**src/rtl/srtf_pkg.sv**
```systemverilog
// Shared constants for the shortest-remaining-time scheduler.
package srtf_pkg;

	localparam int SLOT_W        = 4;   // slot field width
	localparam int CNT_W         = 5;   // process_count register width
	localparam int DEF_MAX_PROCS = 16;
	localparam int DEF_TIME_BITS = 16;

	localparam logic [CNT_W-1:0] CNT_RESET = CNT_W'(1);

	localparam logic MODE_LOAD  = 1'b0;
	localparam logic MODE_SCHED = 1'b1;

endpackage

```
**src/rtl/srtf_table.sv**
```systemverilog
// Job table RAM: one write port, one read port, registered read data.
module srtf_table #(
	parameter int DEPTH = 16,
	parameter int WIDTH = 32
) (
	input  logic                     clk,
	input  logic                     wr_en,
	input  logic [$clog2(DEPTH)-1:0] wr_addr,
	input  logic [WIDTH-1:0]         wr_data,
	input  logic                     rd_en,
	input  logic [$clog2(DEPTH)-1:0] rd_addr,
	output logic [WIDTH-1:0]         rd_data
);

	logic [WIDTH-1:0] mem_q [DEPTH];

	always_ff @(posedge clk) begin
		if (wr_en) begin
			mem_q[wr_addr] <= wr_data;
		end
	end

	always_ff @(posedge clk) begin
		if (rd_en) begin
			rd_data <= mem_q[rd_addr];
		end
	end

endmodule

```
**src/rtl/shortest_remaining_time_scheduler_core.sv**
```systemverilog
// Shortest-remaining-time-first scheduler core: job table, charge and scan control.
//
//  - Input channel (in_valid/in_ready) takes one word per handshake. mode = load
//    writes arrive_tick and burst_time into table slot `slot` and produces no
//    result. mode = schedule carries event_time (the current tick).
//  - Output channel (out_valid/out_ready) returns one word per schedule word:
//    selected_slot, found, selected_remaining (slot/remaining are 0 if !found).
//  - cfg_wr_en/cfg_wr_data write process_count, the number of slots scanned
//    from slot 0 (capped at MAX_PROCS). Write only while the block is idle.
//  - A schedule word first charges the running job (read, then write back its
//    remaining burst, skipped if nothing runs), then scans the table one slot
//    per cycle through the RAM read port, which sets the pace. A load leaves
//    the block idle; after a schedule word, the next word can be taken in the
//    same cycle that out_valid rises.
//  - in_ready is high only while idle; one word is in work at a time. Loads
//    may be taken while a result waits in the output register.
//  - If the receiver stalls, the finished result waits in its final step
//    until the output register frees, and no new word is taken meanwhile.
//  - Reset: process_count = 1, nothing running, last event time 0. The table
//    has no reset; slots must be loaded before they are scanned.
module shortest_remaining_time_scheduler_core #(
	parameter int MAX_PROCS = srtf_pkg::DEF_MAX_PROCS,
	parameter int TIME_BITS = srtf_pkg::DEF_TIME_BITS
) (
	input  logic                        clk,
	input  logic                        arst_n,
	// configuration
	input  logic                        cfg_wr_en,
	input  logic [srtf_pkg::CNT_W-1:0]  cfg_wr_data,
	// input words
	input  logic                        in_valid,
	output logic                        in_ready,
	input  logic                        mode,
	input  logic [srtf_pkg::SLOT_W-1:0] slot,
	input  logic [TIME_BITS-1:0]        arrive_tick,
	input  logic [TIME_BITS-1:0]        burst_time,
	input  logic [TIME_BITS-1:0]        event_time,
	// result words
	output logic                        out_valid,
	input  logic                        out_ready,
	output logic [srtf_pkg::SLOT_W-1:0] selected_slot,
	output logic                        found,
	output logic [TIME_BITS-1:0]        selected_remaining
);

	import srtf_pkg::*;

	localparam int AW = $clog2(MAX_PROCS);
	localparam int EW = 2 * TIME_BITS;
	// the scan limit can never exceed what the count register holds
	localparam int CAP_I = (MAX_PROCS > (2**CNT_W - 1)) ? (2**CNT_W - 1) : MAX_PROCS;
	localparam logic [CNT_W-1:0] LIM_CAP = CNT_W'(CAP_I);

	// controller states
	localparam logic [2:0] S_IDLE   = 3'd0;
	localparam logic [2:0] S_CHG_RD = 3'd1;
	localparam logic [2:0] S_CHG_WR = 3'd2;
	localparam logic [2:0] S_SCAN   = 3'd3;
	localparam logic [2:0] S_DONE   = 3'd4;

	logic [2:0]           state_q;
	logic [CNT_W-1:0]     cfg_q;
	logic                 running_valid_q;
	logic [AW-1:0]        running_slot_q;
	logic [TIME_BITS-1:0] last_q;
	logic                 out_valid_q;

	// per-event working registers
	logic [TIME_BITS-1:0] now_q;
	logic [CNT_W-1:0]     lim_q;
	logic [CNT_W-1:0]     idx_q;
	logic                 rd_vld_s1;
	logic [AW-1:0]        rd_idx_s1;
	logic                 hit_q;
	logic [AW-1:0]        best_slot_q;
	logic [TIME_BITS-1:0] best_rem_q;

	// output payload
	logic [SLOT_W-1:0]    res_slot_q;
	logic                 res_found_q;
	logic [TIME_BITS-1:0] res_rem_q;

	// table port
	logic                 wr_en;
	logic [AW-1:0]        wr_addr;
	logic [EW-1:0]        wr_data;
	logic                 rd_en;
	logic [AW-1:0]        rd_addr;
	logic [EW-1:0]        rd_data;
	logic [TIME_BITS-1:0] rd_arr;
	logic [TIME_BITS-1:0] rd_rem;

	logic                 accept;
	logic                 load_ok;
	logic [CNT_W-1:0]     limit;
	logic                 scan_issue;
	logic                 scan_end;
	logic                 out_free;
	logic                 better;
	logic [TIME_BITS-1:0] spent;
	logic [TIME_BITS-1:0] charged;

	assign in_ready = (state_q == S_IDLE);
	assign accept   = in_valid && in_ready;
	assign load_ok  = (int'(slot) < MAX_PROCS);
	assign limit    = (cfg_q > LIM_CAP) ? LIM_CAP : cfg_q;
	assign out_free = !out_valid_q || out_ready;

	assign rd_arr = rd_data[EW-1:TIME_BITS];
	assign rd_rem = rd_data[TIME_BITS-1:0];

	// charge arithmetic: elapsed ticks (zero if time ran backwards), saturating subtract
	assign spent   = (now_q >= last_q) ? (now_q - last_q) : '0;
	assign charged = (rd_rem > spent) ? (rd_rem - spent) : '0;

	// scan control
	assign scan_issue = (state_q == S_SCAN) && (idx_q < lim_q);
	assign scan_end   = (state_q == S_SCAN) && !(idx_q < lim_q) && !rd_vld_s1;
	assign better     = rd_vld_s1 && (rd_arr <= now_q) && (rd_rem != '0)
	                    && (!hit_q || (rd_rem < best_rem_q));

	// table access steering: loads and charge write-back never coincide
	always_comb begin
		wr_en   = 1'b0;
		wr_addr = AW'(slot);
		wr_data = {arrive_tick, burst_time};
		rd_en   = 1'b0;
		rd_addr = AW'(idx_q);
		case (state_q)
			S_IDLE: begin
				wr_en = accept && (mode == MODE_LOAD) && load_ok;
			end
			S_CHG_RD: begin
				rd_en   = 1'b1;
				rd_addr = running_slot_q;
			end
			S_CHG_WR: begin
				wr_en   = 1'b1;
				wr_addr = running_slot_q;
				wr_data = {rd_arr, charged};
			end
			S_SCAN: begin
				rd_en = scan_issue;
			end
			default: begin
				rd_en = 1'b0;
			end
		endcase
	end

	srtf_table #(
		.DEPTH (MAX_PROCS),
		.WIDTH (EW)
	) u_table (
		.clk     (clk),
		.wr_en   (wr_en),
		.wr_addr (wr_addr),
		.wr_data (wr_data),
		.rd_en   (rd_en),
		.rd_addr (rd_addr),
		.rd_data (rd_data)
	);

	// control state
	always_ff @(posedge clk or negedge arst_n) begin
		if (!arst_n) begin
			state_q         <= S_IDLE;
			cfg_q           <= CNT_RESET;
			running_valid_q <= 1'b0;
			running_slot_q  <= '0;
			last_q          <= '0;
			out_valid_q     <= 1'b0;
			idx_q           <= '0;
			rd_vld_s1       <= 1'b0;
			hit_q           <= 1'b0;
		end else begin
			if (cfg_wr_en) begin
				cfg_q <= cfg_wr_data;
			end
			if (out_valid_q && out_ready) begin
				out_valid_q <= 1'b0;
			end
			rd_vld_s1 <= scan_issue;
			if (better) begin
				hit_q <= 1'b1;
			end
			case (state_q)
				S_IDLE: begin
					if (accept && (mode == MODE_SCHED)) begin
						idx_q   <= '0;
						hit_q   <= 1'b0;
						state_q <= running_valid_q ? S_CHG_RD : S_SCAN;
					end
				end
				S_CHG_RD: begin
					state_q <= S_CHG_WR;
				end
				S_CHG_WR: begin
					state_q <= S_SCAN;
				end
				S_SCAN: begin
					if (scan_issue) begin
						idx_q <= idx_q + CNT_W'(1);
					end
					if (scan_end) begin
						state_q <= S_DONE;
					end
				end
				S_DONE: begin
					if (out_free) begin
						out_valid_q     <= 1'b1;
						running_valid_q <= hit_q;
						running_slot_q  <= hit_q ? best_slot_q : '0;
						last_q          <= now_q;
						state_q         <= S_IDLE;
					end
				end
				default: begin
					state_q <= S_IDLE;
				end
			endcase
		end
	end

	// datapath registers, no reset needed
	always_ff @(posedge clk) begin
		if (accept && (mode == MODE_SCHED)) begin
			now_q <= event_time;
			lim_q <= limit;
		end
		rd_idx_s1 <= AW'(idx_q);
		if (better) begin
			best_slot_q <= rd_idx_s1;
			best_rem_q  <= rd_rem;
		end
		if ((state_q == S_DONE) && out_free) begin
			res_found_q <= hit_q;
			res_slot_q  <= hit_q ? SLOT_W'(best_slot_q) : '0;
			res_rem_q   <= hit_q ? best_rem_q : '0;
		end
	end

	assign out_valid          = out_valid_q;
	assign selected_slot      = res_slot_q;
	assign found              = res_found_q;
	assign selected_remaining = res_rem_q;

`ifndef SYNTHESIS
	// a miss reports slot and remaining as zero
	a_miss_zero: assert property (@(posedge clk) disable iff (!arst_n)
		(out_valid && !found) |-> (selected_slot == '0 && selected_remaining == '0))
		else $error("miss result carries non-zero fields");

	// a hit always names a job with work left
	a_hit_nonzero: assert property (@(posedge clk) disable iff (!arst_n)
		(out_valid && found) |-> (selected_remaining != '0))
		else $error("hit result with zero remaining burst");

	// a schedule word blocks the input until it completes
	a_sched_busy: assert property (@(posedge clk) disable iff (!arst_n)
		(in_valid && in_ready && mode == MODE_SCHED) |=> !in_ready)
		else $error("input taken while a schedule word is in work");

	// idle running slot is parked at zero
	a_run_park: assert property (@(posedge clk) disable iff (!arst_n)
		!running_valid_q |-> (running_slot_q == '0))
		else $error("running slot set with nothing running");
`endif

endmodule

```
**config.mk**
```make
export PLATFORM = sky130hd
export DESIGN_NAME = shortest_remaining_time_scheduler_core
export DESIGN_NICKNAME = d
export VERILOG_FILES = /design/src/rtl/srtf_pkg.sv /design/src/rtl/srtf_table.sv /design/src/rtl/shortest_remaining_time_scheduler_core.sv
export SDC_FILE = /design/constraint.sdc
export NUM_CORES = 1
export LEC_CHECK = 0
export BUFFER_PORTS_ARGS = -buffer_cell sky130_fd_sc_hd__buf_2
export CORE_MARGIN = 4
export CORE_UTILIZATION = 28
export CTS_CLUSTER_DIAMETER = 80
export CTS_CLUSTER_SIZE = 25
export DETAILED_ROUTE_END_ITERATION = 6
export PLACE_DENSITY = 0.45
export SETUP_SLACK_MARGIN = 0.02
export SYNTH_ARGS = -nofsm -noshare
export SYNTH_HDL_FRONTEND = slang
export SYNTH_SLANG_ARGS = --single-unit
```
**constraint.sdc**
```tcl
create_clock -name clk -period 9.8 [get_ports clk]
set_input_delay 0.49 -clock clk [delete_from_list [all_inputs] [get_ports clk]]
set_output_delay 0.49 -clock clk [all_outputs]
set_load 0.02 [all_outputs]
```
[Word level (Yosys, flattened, before mapping)]
Memory sizes are Yosys's and may differ from the RTL's. A register that Yosys moved wholly into a read port is not among the register bits.
Index checks and enable logic that the tools add are counted.
Word-level totals
  flip-flop bits (word level): 103
  latch bits: 0
  RAM bits: 512
  memory bits (read-only): 0
  input bits: 63
  logic and storage cells: 83
  memories kept: 1
Operators by class
  $add $sub $neg: 3
  multipliers: 0
  divide/modulo/power cells: 0
  $lt $le $gt $ge: 6
  equality and inequality tests: 8
  shift-type cells: 0
  multiplexer cells: 24
  bitwise gates (word level): 1
  reductions and logical operators: 23
Memories
  u_table.mem_q: words 16, bits a word 32, rd ports 1, clocked after Yosys merged registers in 1, write ports 1, line srtf_table.sv:15  | logic [WIDTH-1:0] mem_q [DEPTH];
Operators with widths (number)
  16-bit 2-to-1 mux: 2
  32-bit 2-to-1 mux: 1
  16-bit subtractor: 2
  16-bit >= comparator: 1
  16-bit greater-than comparator: 1
  16-bit less-or-equal comparator: 1
  16-bit < comparator: 1
  16-bit nonzero test: 1
  3-bit one-hot mux with 5 select lines: 1
  4-bit 2-to-1 mux: 3
  1-bit logical AND: 11
  5-bit 2-to-1 mux: 2
  5-bit one-hot mux with 2 select lines: 1
  3-bit 2-to-1 mux: 3
  1-bit 2-to-1 mux: 8
  3-bit by 2-bit equality test with 1-bit output (second input constant): 2
  2-bit inequality test (second input constant): 3
  3-bit AND reduction: 2
  5-bit by 1-bit adder with 5-bit output (second input constant): 1
  5-bit greater-than comparator (second input constant): 1
  5-bit < comparator: 1
  1-bit logical NOT: 4
  1-bit one-hot mux with 2 select lines: 2
  3-bit by 1-bit equality test with 1-bit output (second input constant): 1
  other kinds (8): 9

[Logic depth before layout (Yosys ltp)]
  depth in word-level cells: 7
  mapped depth: 22

[Cells and area by module]
Synthesis repeated with hierarchy kept, for this count alone.
Unflattened totals
  cells, all modules: 1467
  area total of the unflattened synthesis: 26641.8 µm²
Modules (own cells, without submodules)
  srtf_table: instances 1, cells an instance 838, area each 20174.3 µm²
  shortest_remaining_time_scheduler_core: instances 1, cells an instance 629, area each 6467.5 µm²

[Least setup slack after synthesis]
Ideal clock, no wire load.
  path kind: register to register
  start: register now_q[0]
  end: memory u_table.mem_q[0][11], data pin
  arrival time: 5036 ps
  required time: 9470 ps
  slack: 4433 ps
  stages on the path, launching flop included: 22
  clock period less this slack: 5367 ps
  cells stage by stage: edfxtp_1 > inv_1 > ha_1 > inv_1 > fa_1 > a21o_1 > a21oi_1 > o21ai_0 > a311oi_1 > nor2_1 > o211a_1 > o21ba_2 > ha_1 > fa_1 > nor2b_1 > o21ai_0 > a21boi_0 > nor2_1 > a31oi_1 > a41oi_1 > clkbuf_1 > o21ai_0
Between the ends
  longest elaborated chain between the ends: 5
  elaborated cells on any way between the ends: 7
  those cells by class: 2 x add/sub; 2 x order compare; 3 x mux
Ends and longest elaborated chain
  start: declaration: line shortest_remaining_time_scheduler_core.sv:69  | logic [TIME_BITS-1:0] now_q;
  start signal: assignment: line shortest_remaining_time_scheduler_core.sv:228  | now_q <= event_time;
  16-bit subtractor / 16-bit >= comparator (equally long branches): line shortest_remaining_time_scheduler_core.sv:113  | assign spent = (now_q >= last_q) ? (now_q - last_q) : '0;
  16-bit 2-to-1 mux *: line shortest_remaining_time_scheduler_core.sv:113
  16-bit subtractor / 16-bit greater-than comparator (equally long branches): line shortest_remaining_time_scheduler_core.sv:114  | assign charged = (rd_rem > spent) ? (rd_rem - spent) : '0;
  16-bit 2-to-1 mux *: line shortest_remaining_time_scheduler_core.sv:114
  32-bit 2-to-1 mux *: line shortest_remaining_time_scheduler_core.sv:129  | case (state_q)
  via u_table.wr_data[11]: line srtf_table.sv:9  | input logic [WIDTH-1:0] wr_data,
  end: declaration: line srtf_table.sv:15
Mark *: on every way through the listed nets, which the timed path passes. The rest lies on a longest branch.

[Worst setup path in the final report]
  start: register now_q[0]
  end: memory u_table.mem_q[1][14], data pin
Same word-level chain as after synthesis.

==> results.toml <==
[clocking]
clk_path_buf_depth = 3
ctsResizeCount = 0
cts_made_buffers = 38
clk_pin_slew_ns = 0.09
post_cts_buffers = 0
clk_latency_ns = 0.60
htree_levels = 2
cts-root-buf = "clkbuf_16"
clkSinkCount = 647
ctsHoldBuffers = 0
cts_tree = "done"

[finish]
n_fill_cell = 9312
multi_input_area_sq_um = 7500
layout-drive-gt1-share = 0.216
diodes = 0
nNetsFinal = 1809
seqCellArea_sq_um = 19200
syn_to_final_growth_pct = 12.9

[job]
cap_viol_max_count = 0

[detailed_routing]
post_drt_wl_per_cell_um = 24.9
ant_nets = 0
vias = 14400
drt-total-wl_um = 73600
dr.first_iter.drc_count = 1056
drc = 0
firstDrtPassIters = 5
viasPerCell = 4.86

[place]
post-place-ws_ns = 3.38
gp_congestion = 0.792
hpwlAfterDp_um = 39800
io_buffers = 85

[global_routing]
grt_overflow = 0
grt_max_degree = 129
grt_usage = 0.143
grt_pass1_wl_um = 107000
antenna_found_initial = 3
grt_pass1_vias = 14800

[synthesis]
synthFlopType = "edfxtp_1"
syn_area_sq_um = 27100
avgSynthCellArea_sq_um = 17.2
syn-num-nets = 1707
synth_top_area_share = 0.671
async_flop_share = 0.0572
yosysTopAreaCell = "edfxtp_1"
synth_seq_cells = 647
syn_inst = 1574
yosysWarnings = 0
seq_area_frac_synth = 0.708
synth.area.top_cells = "edfxtp_1 67%, mux4_2 11%, dfrtp_1 3.3%"
yosysUniqueCellTypes = 63
synth_edf_count = 606

[critical_path]
end_kind = "register"
start_kind = "register"
crit_arrival_ns = 6.73
r2r-end = "u_table.mem_q[1][14]$_DFFE_PP_"
startpoint = "now_q[0]$_DFFE_PP_"
path_class = "reg -> reg"
worstPathRequired_ns = 10.04
crit_fanout = 17
rr_worst_depth = 21
endpoint = "u_table.mem_q[1][14]$_DFFE_PP_"
r2r-start = "now_q[0]$_DFFE_PP_"
timing.reg2reg.setup_slack_ns = 3.31

[sta]
finalSetupTns_ns = 0
slew_headroom = 0.249
skew_ns = 0.0426
drv_slew = 0
fmax_mhz = 154
finalWorstSetupSlack_ns = 3.31
finalCriticalPeriod_ns = 6.49
rsz0062_at_grt = "no"
setup_viol = 0
worst_slew_pin_slew_ns = 1.13
finalHoldViolCount = 0
finalCritPeriodShare = 0.662
whs_ns = 0.0414

[min_path]
hold_path.class = "in -> async"

[power_and_ir_drop]
cellPowerDensity_nw_per_um2 = 327
leakagePower_nw = 10.3
peakVddDrop_mv = 0.204

[floorplan]
row_count = 113
die-area_sq_um = 102000
core-area_sq_um = 95600
die_h_um = 319
die_x_um = 319
pin_count = 86
start_util = 0.284

[run_status]
status = "completed"
worst max-delay path: stages (launching register included):
cell and delay [ns]:
edfxtp_1 0.41, inv_1 0.09, ha_1 0.14, inv_1 0.06, fa_1 0.39, a21o_1 0.19, a21oi_1 0.26, o21ai_0 0.18
a311oi_1 0.41, nor2_1 0.13, o211a_1 0.43, o21ba_2 0.29, ha_1 0.20, fa_1 0.43, nor2b_1 0.12, o21ai_0 0.12
a21boi_0 0.28, nor2_1 0.12, a31oi_1 0.35, a41oi_1 0.41, buf_4 0.31, o31ai_2 0.83
cells in the final DEF (no fill, tap or decap), drive strengths merged, types with 3 or more instances in the layout:
cell type / instances
edfxtp: 606
bufinv: 4
nand2b: 12
o21bai: 5
dfrtp: 36
clkinv: 6
and2: 53
xnor2: 13
nor2b: 11
a221oi: 3
o31ai: 6
clkbuf: 40
inv: 81
dfxtp: 4
nand3: 12
nand2: 135
o211ai: 5
nor3: 7
xor2: 9
nor4: 6
a21oi: 36
buf: 126
a31oi: 41
mux2i: 9
and3: 5
a21o: 19
mux4: 128
ha: 68
nand4: 5
nor2: 42
o21ai: 62
mux2: 24
o21a: 7
a21boi: 4
a211oi: 34
power by group:
group,switching (mW),internal (mW)
sequential,0.269,3.91
clock,0.967,0.856
combinational,2.48,1.53
total,3.71,6.31
cells in the mapped netlist (3+ instances only):
| master | number |
|---|---|
| edfxtp_1 | 606 |
| nand2_1 | 135 |
| mux4_2 | 128 |
| inv_1 | 72 |
| ha_1 | 68 |
| o21ai_0 | 62 |
| and2_1 | 53 |
| clkbuf_1 | 42 |
| a31oi_1 | 41 |
| nor2_1 | 41 |
| a21oi_1 | 36 |
| dfrtp_1 | 36 |
| a211oi_1 | 34 |
| mux2_2 | 24 |
| a21o_1 | 19 |
| xnor2_1 | 13 |
| nand3_1 | 12 |
| nand2b_1 | 11 |
| nor2b_1 | 11 |
| buf_2 | 10 |
| mux2i_1 | 9 |
| xor2_1 | 9 |
| buf_6 | 7 |
| nor3_1 | 7 |
| o21a_1 | 7 |
| nor4_1 | 6 |
| o31ai_1 | 6 |
| and3_1 | 5 |
| buf_4 | 5 |
| nand4_1 | 5 |
| o211ai_1 | 5 |
| o21bai_1 | 5 |
| a21boi_0 | 4 |
| dfxtp_1 | 4 |
| a221oi_1 | 3 |
stage by stage:
stage | std cells | utilization | power (mW) | area (sq um)
global placement | 2901 | 0.307 | 8.29 | 29300
detailed placement | 2901 | 0.307 | 8.32 | 29300
CTS | 2961 | 0.320 | 10.2 | 30600
finish | 2961 | 0.320 | 10.0 | 30600
floorplan | 1574 | - | 6.89 | 27100
global route | 2961 | 0.320 | 10.6 | 30600
layer usage:
layer / track usage / routed length [um]
met3: 0.0181 / 2810
met1: 0.197 / 33400
met5: 0 / 0
met4: 0.0320 / 1630
met2: 0.241 / 35800
registers in the layout, summed over array words and instances (netlist names):
signal              flops
best_rem_q             16
best_slot_q             4
cfg_q                   5
found                   1
hit_q                   1
idx_q                   5
last_q                 16
lim_q                   5
now_q                  16
out_valid               1
rd_idx_s1               4
rd_vld_s1               1
running_slot_q          4
running_valid_q         1
selected_remaining     16
selected_slot           4
state_q                 3
u_table.mem_q         512
u_table.rd_data        32
how the worst min path moves through the flow:
stage / from / end / slack (ns)
2_1_floorplan: arst_n / cfg_q[1]$_DFFE_PN0P_ / 0.19
3_3_place_gp: rd_idx_s1[0]$_DFF_P_ / best_slot_q[0]$_DFFE_PP_ / 0.39
3_5_place_dp: rd_idx_s1[0]$_DFF_P_ / best_slot_q[0]$_DFFE_PP_ / 0.39
4_1_cts: arst_n / running_slot_q[0]$_DFFE_PN0P_ / 0.05
5_1_grt: event_time[12] / now_q[12]$_DFFE_PP_ / 0.07
6_report: arst_n / running_slot_q[0]$_DFFE_PN0P_ / 0.04
final cells by class:
cell class / instances / area share
repair buffers: 126 / 0.0248
flip-flops and latches: 647 / 0.628
inverters: 72 / 0.00883
well taps: 1265 / 0.0517
multi-input cells: 791 / 0.245
clock inverters: 20 / 0.0106
clock buffers: 40 / 0.0313
cells by family (layout without fill, tap and decap cells):
kind of cell	count (synthesis)	in the layout	share of synthesized area
DFF	647	647	0.708
buffers and inverters	136	258	0.0219
xor gates and xnor gates	22	22	0.00711
and+or+nand+nor	297	297	0.0527
muxes	161	161	0.120
AOI/OAI and AO/OA	241	241	0.0575
adders and majority gates	70	70	0.0329
Note: power is estimated with default switching activity, not from simulation.
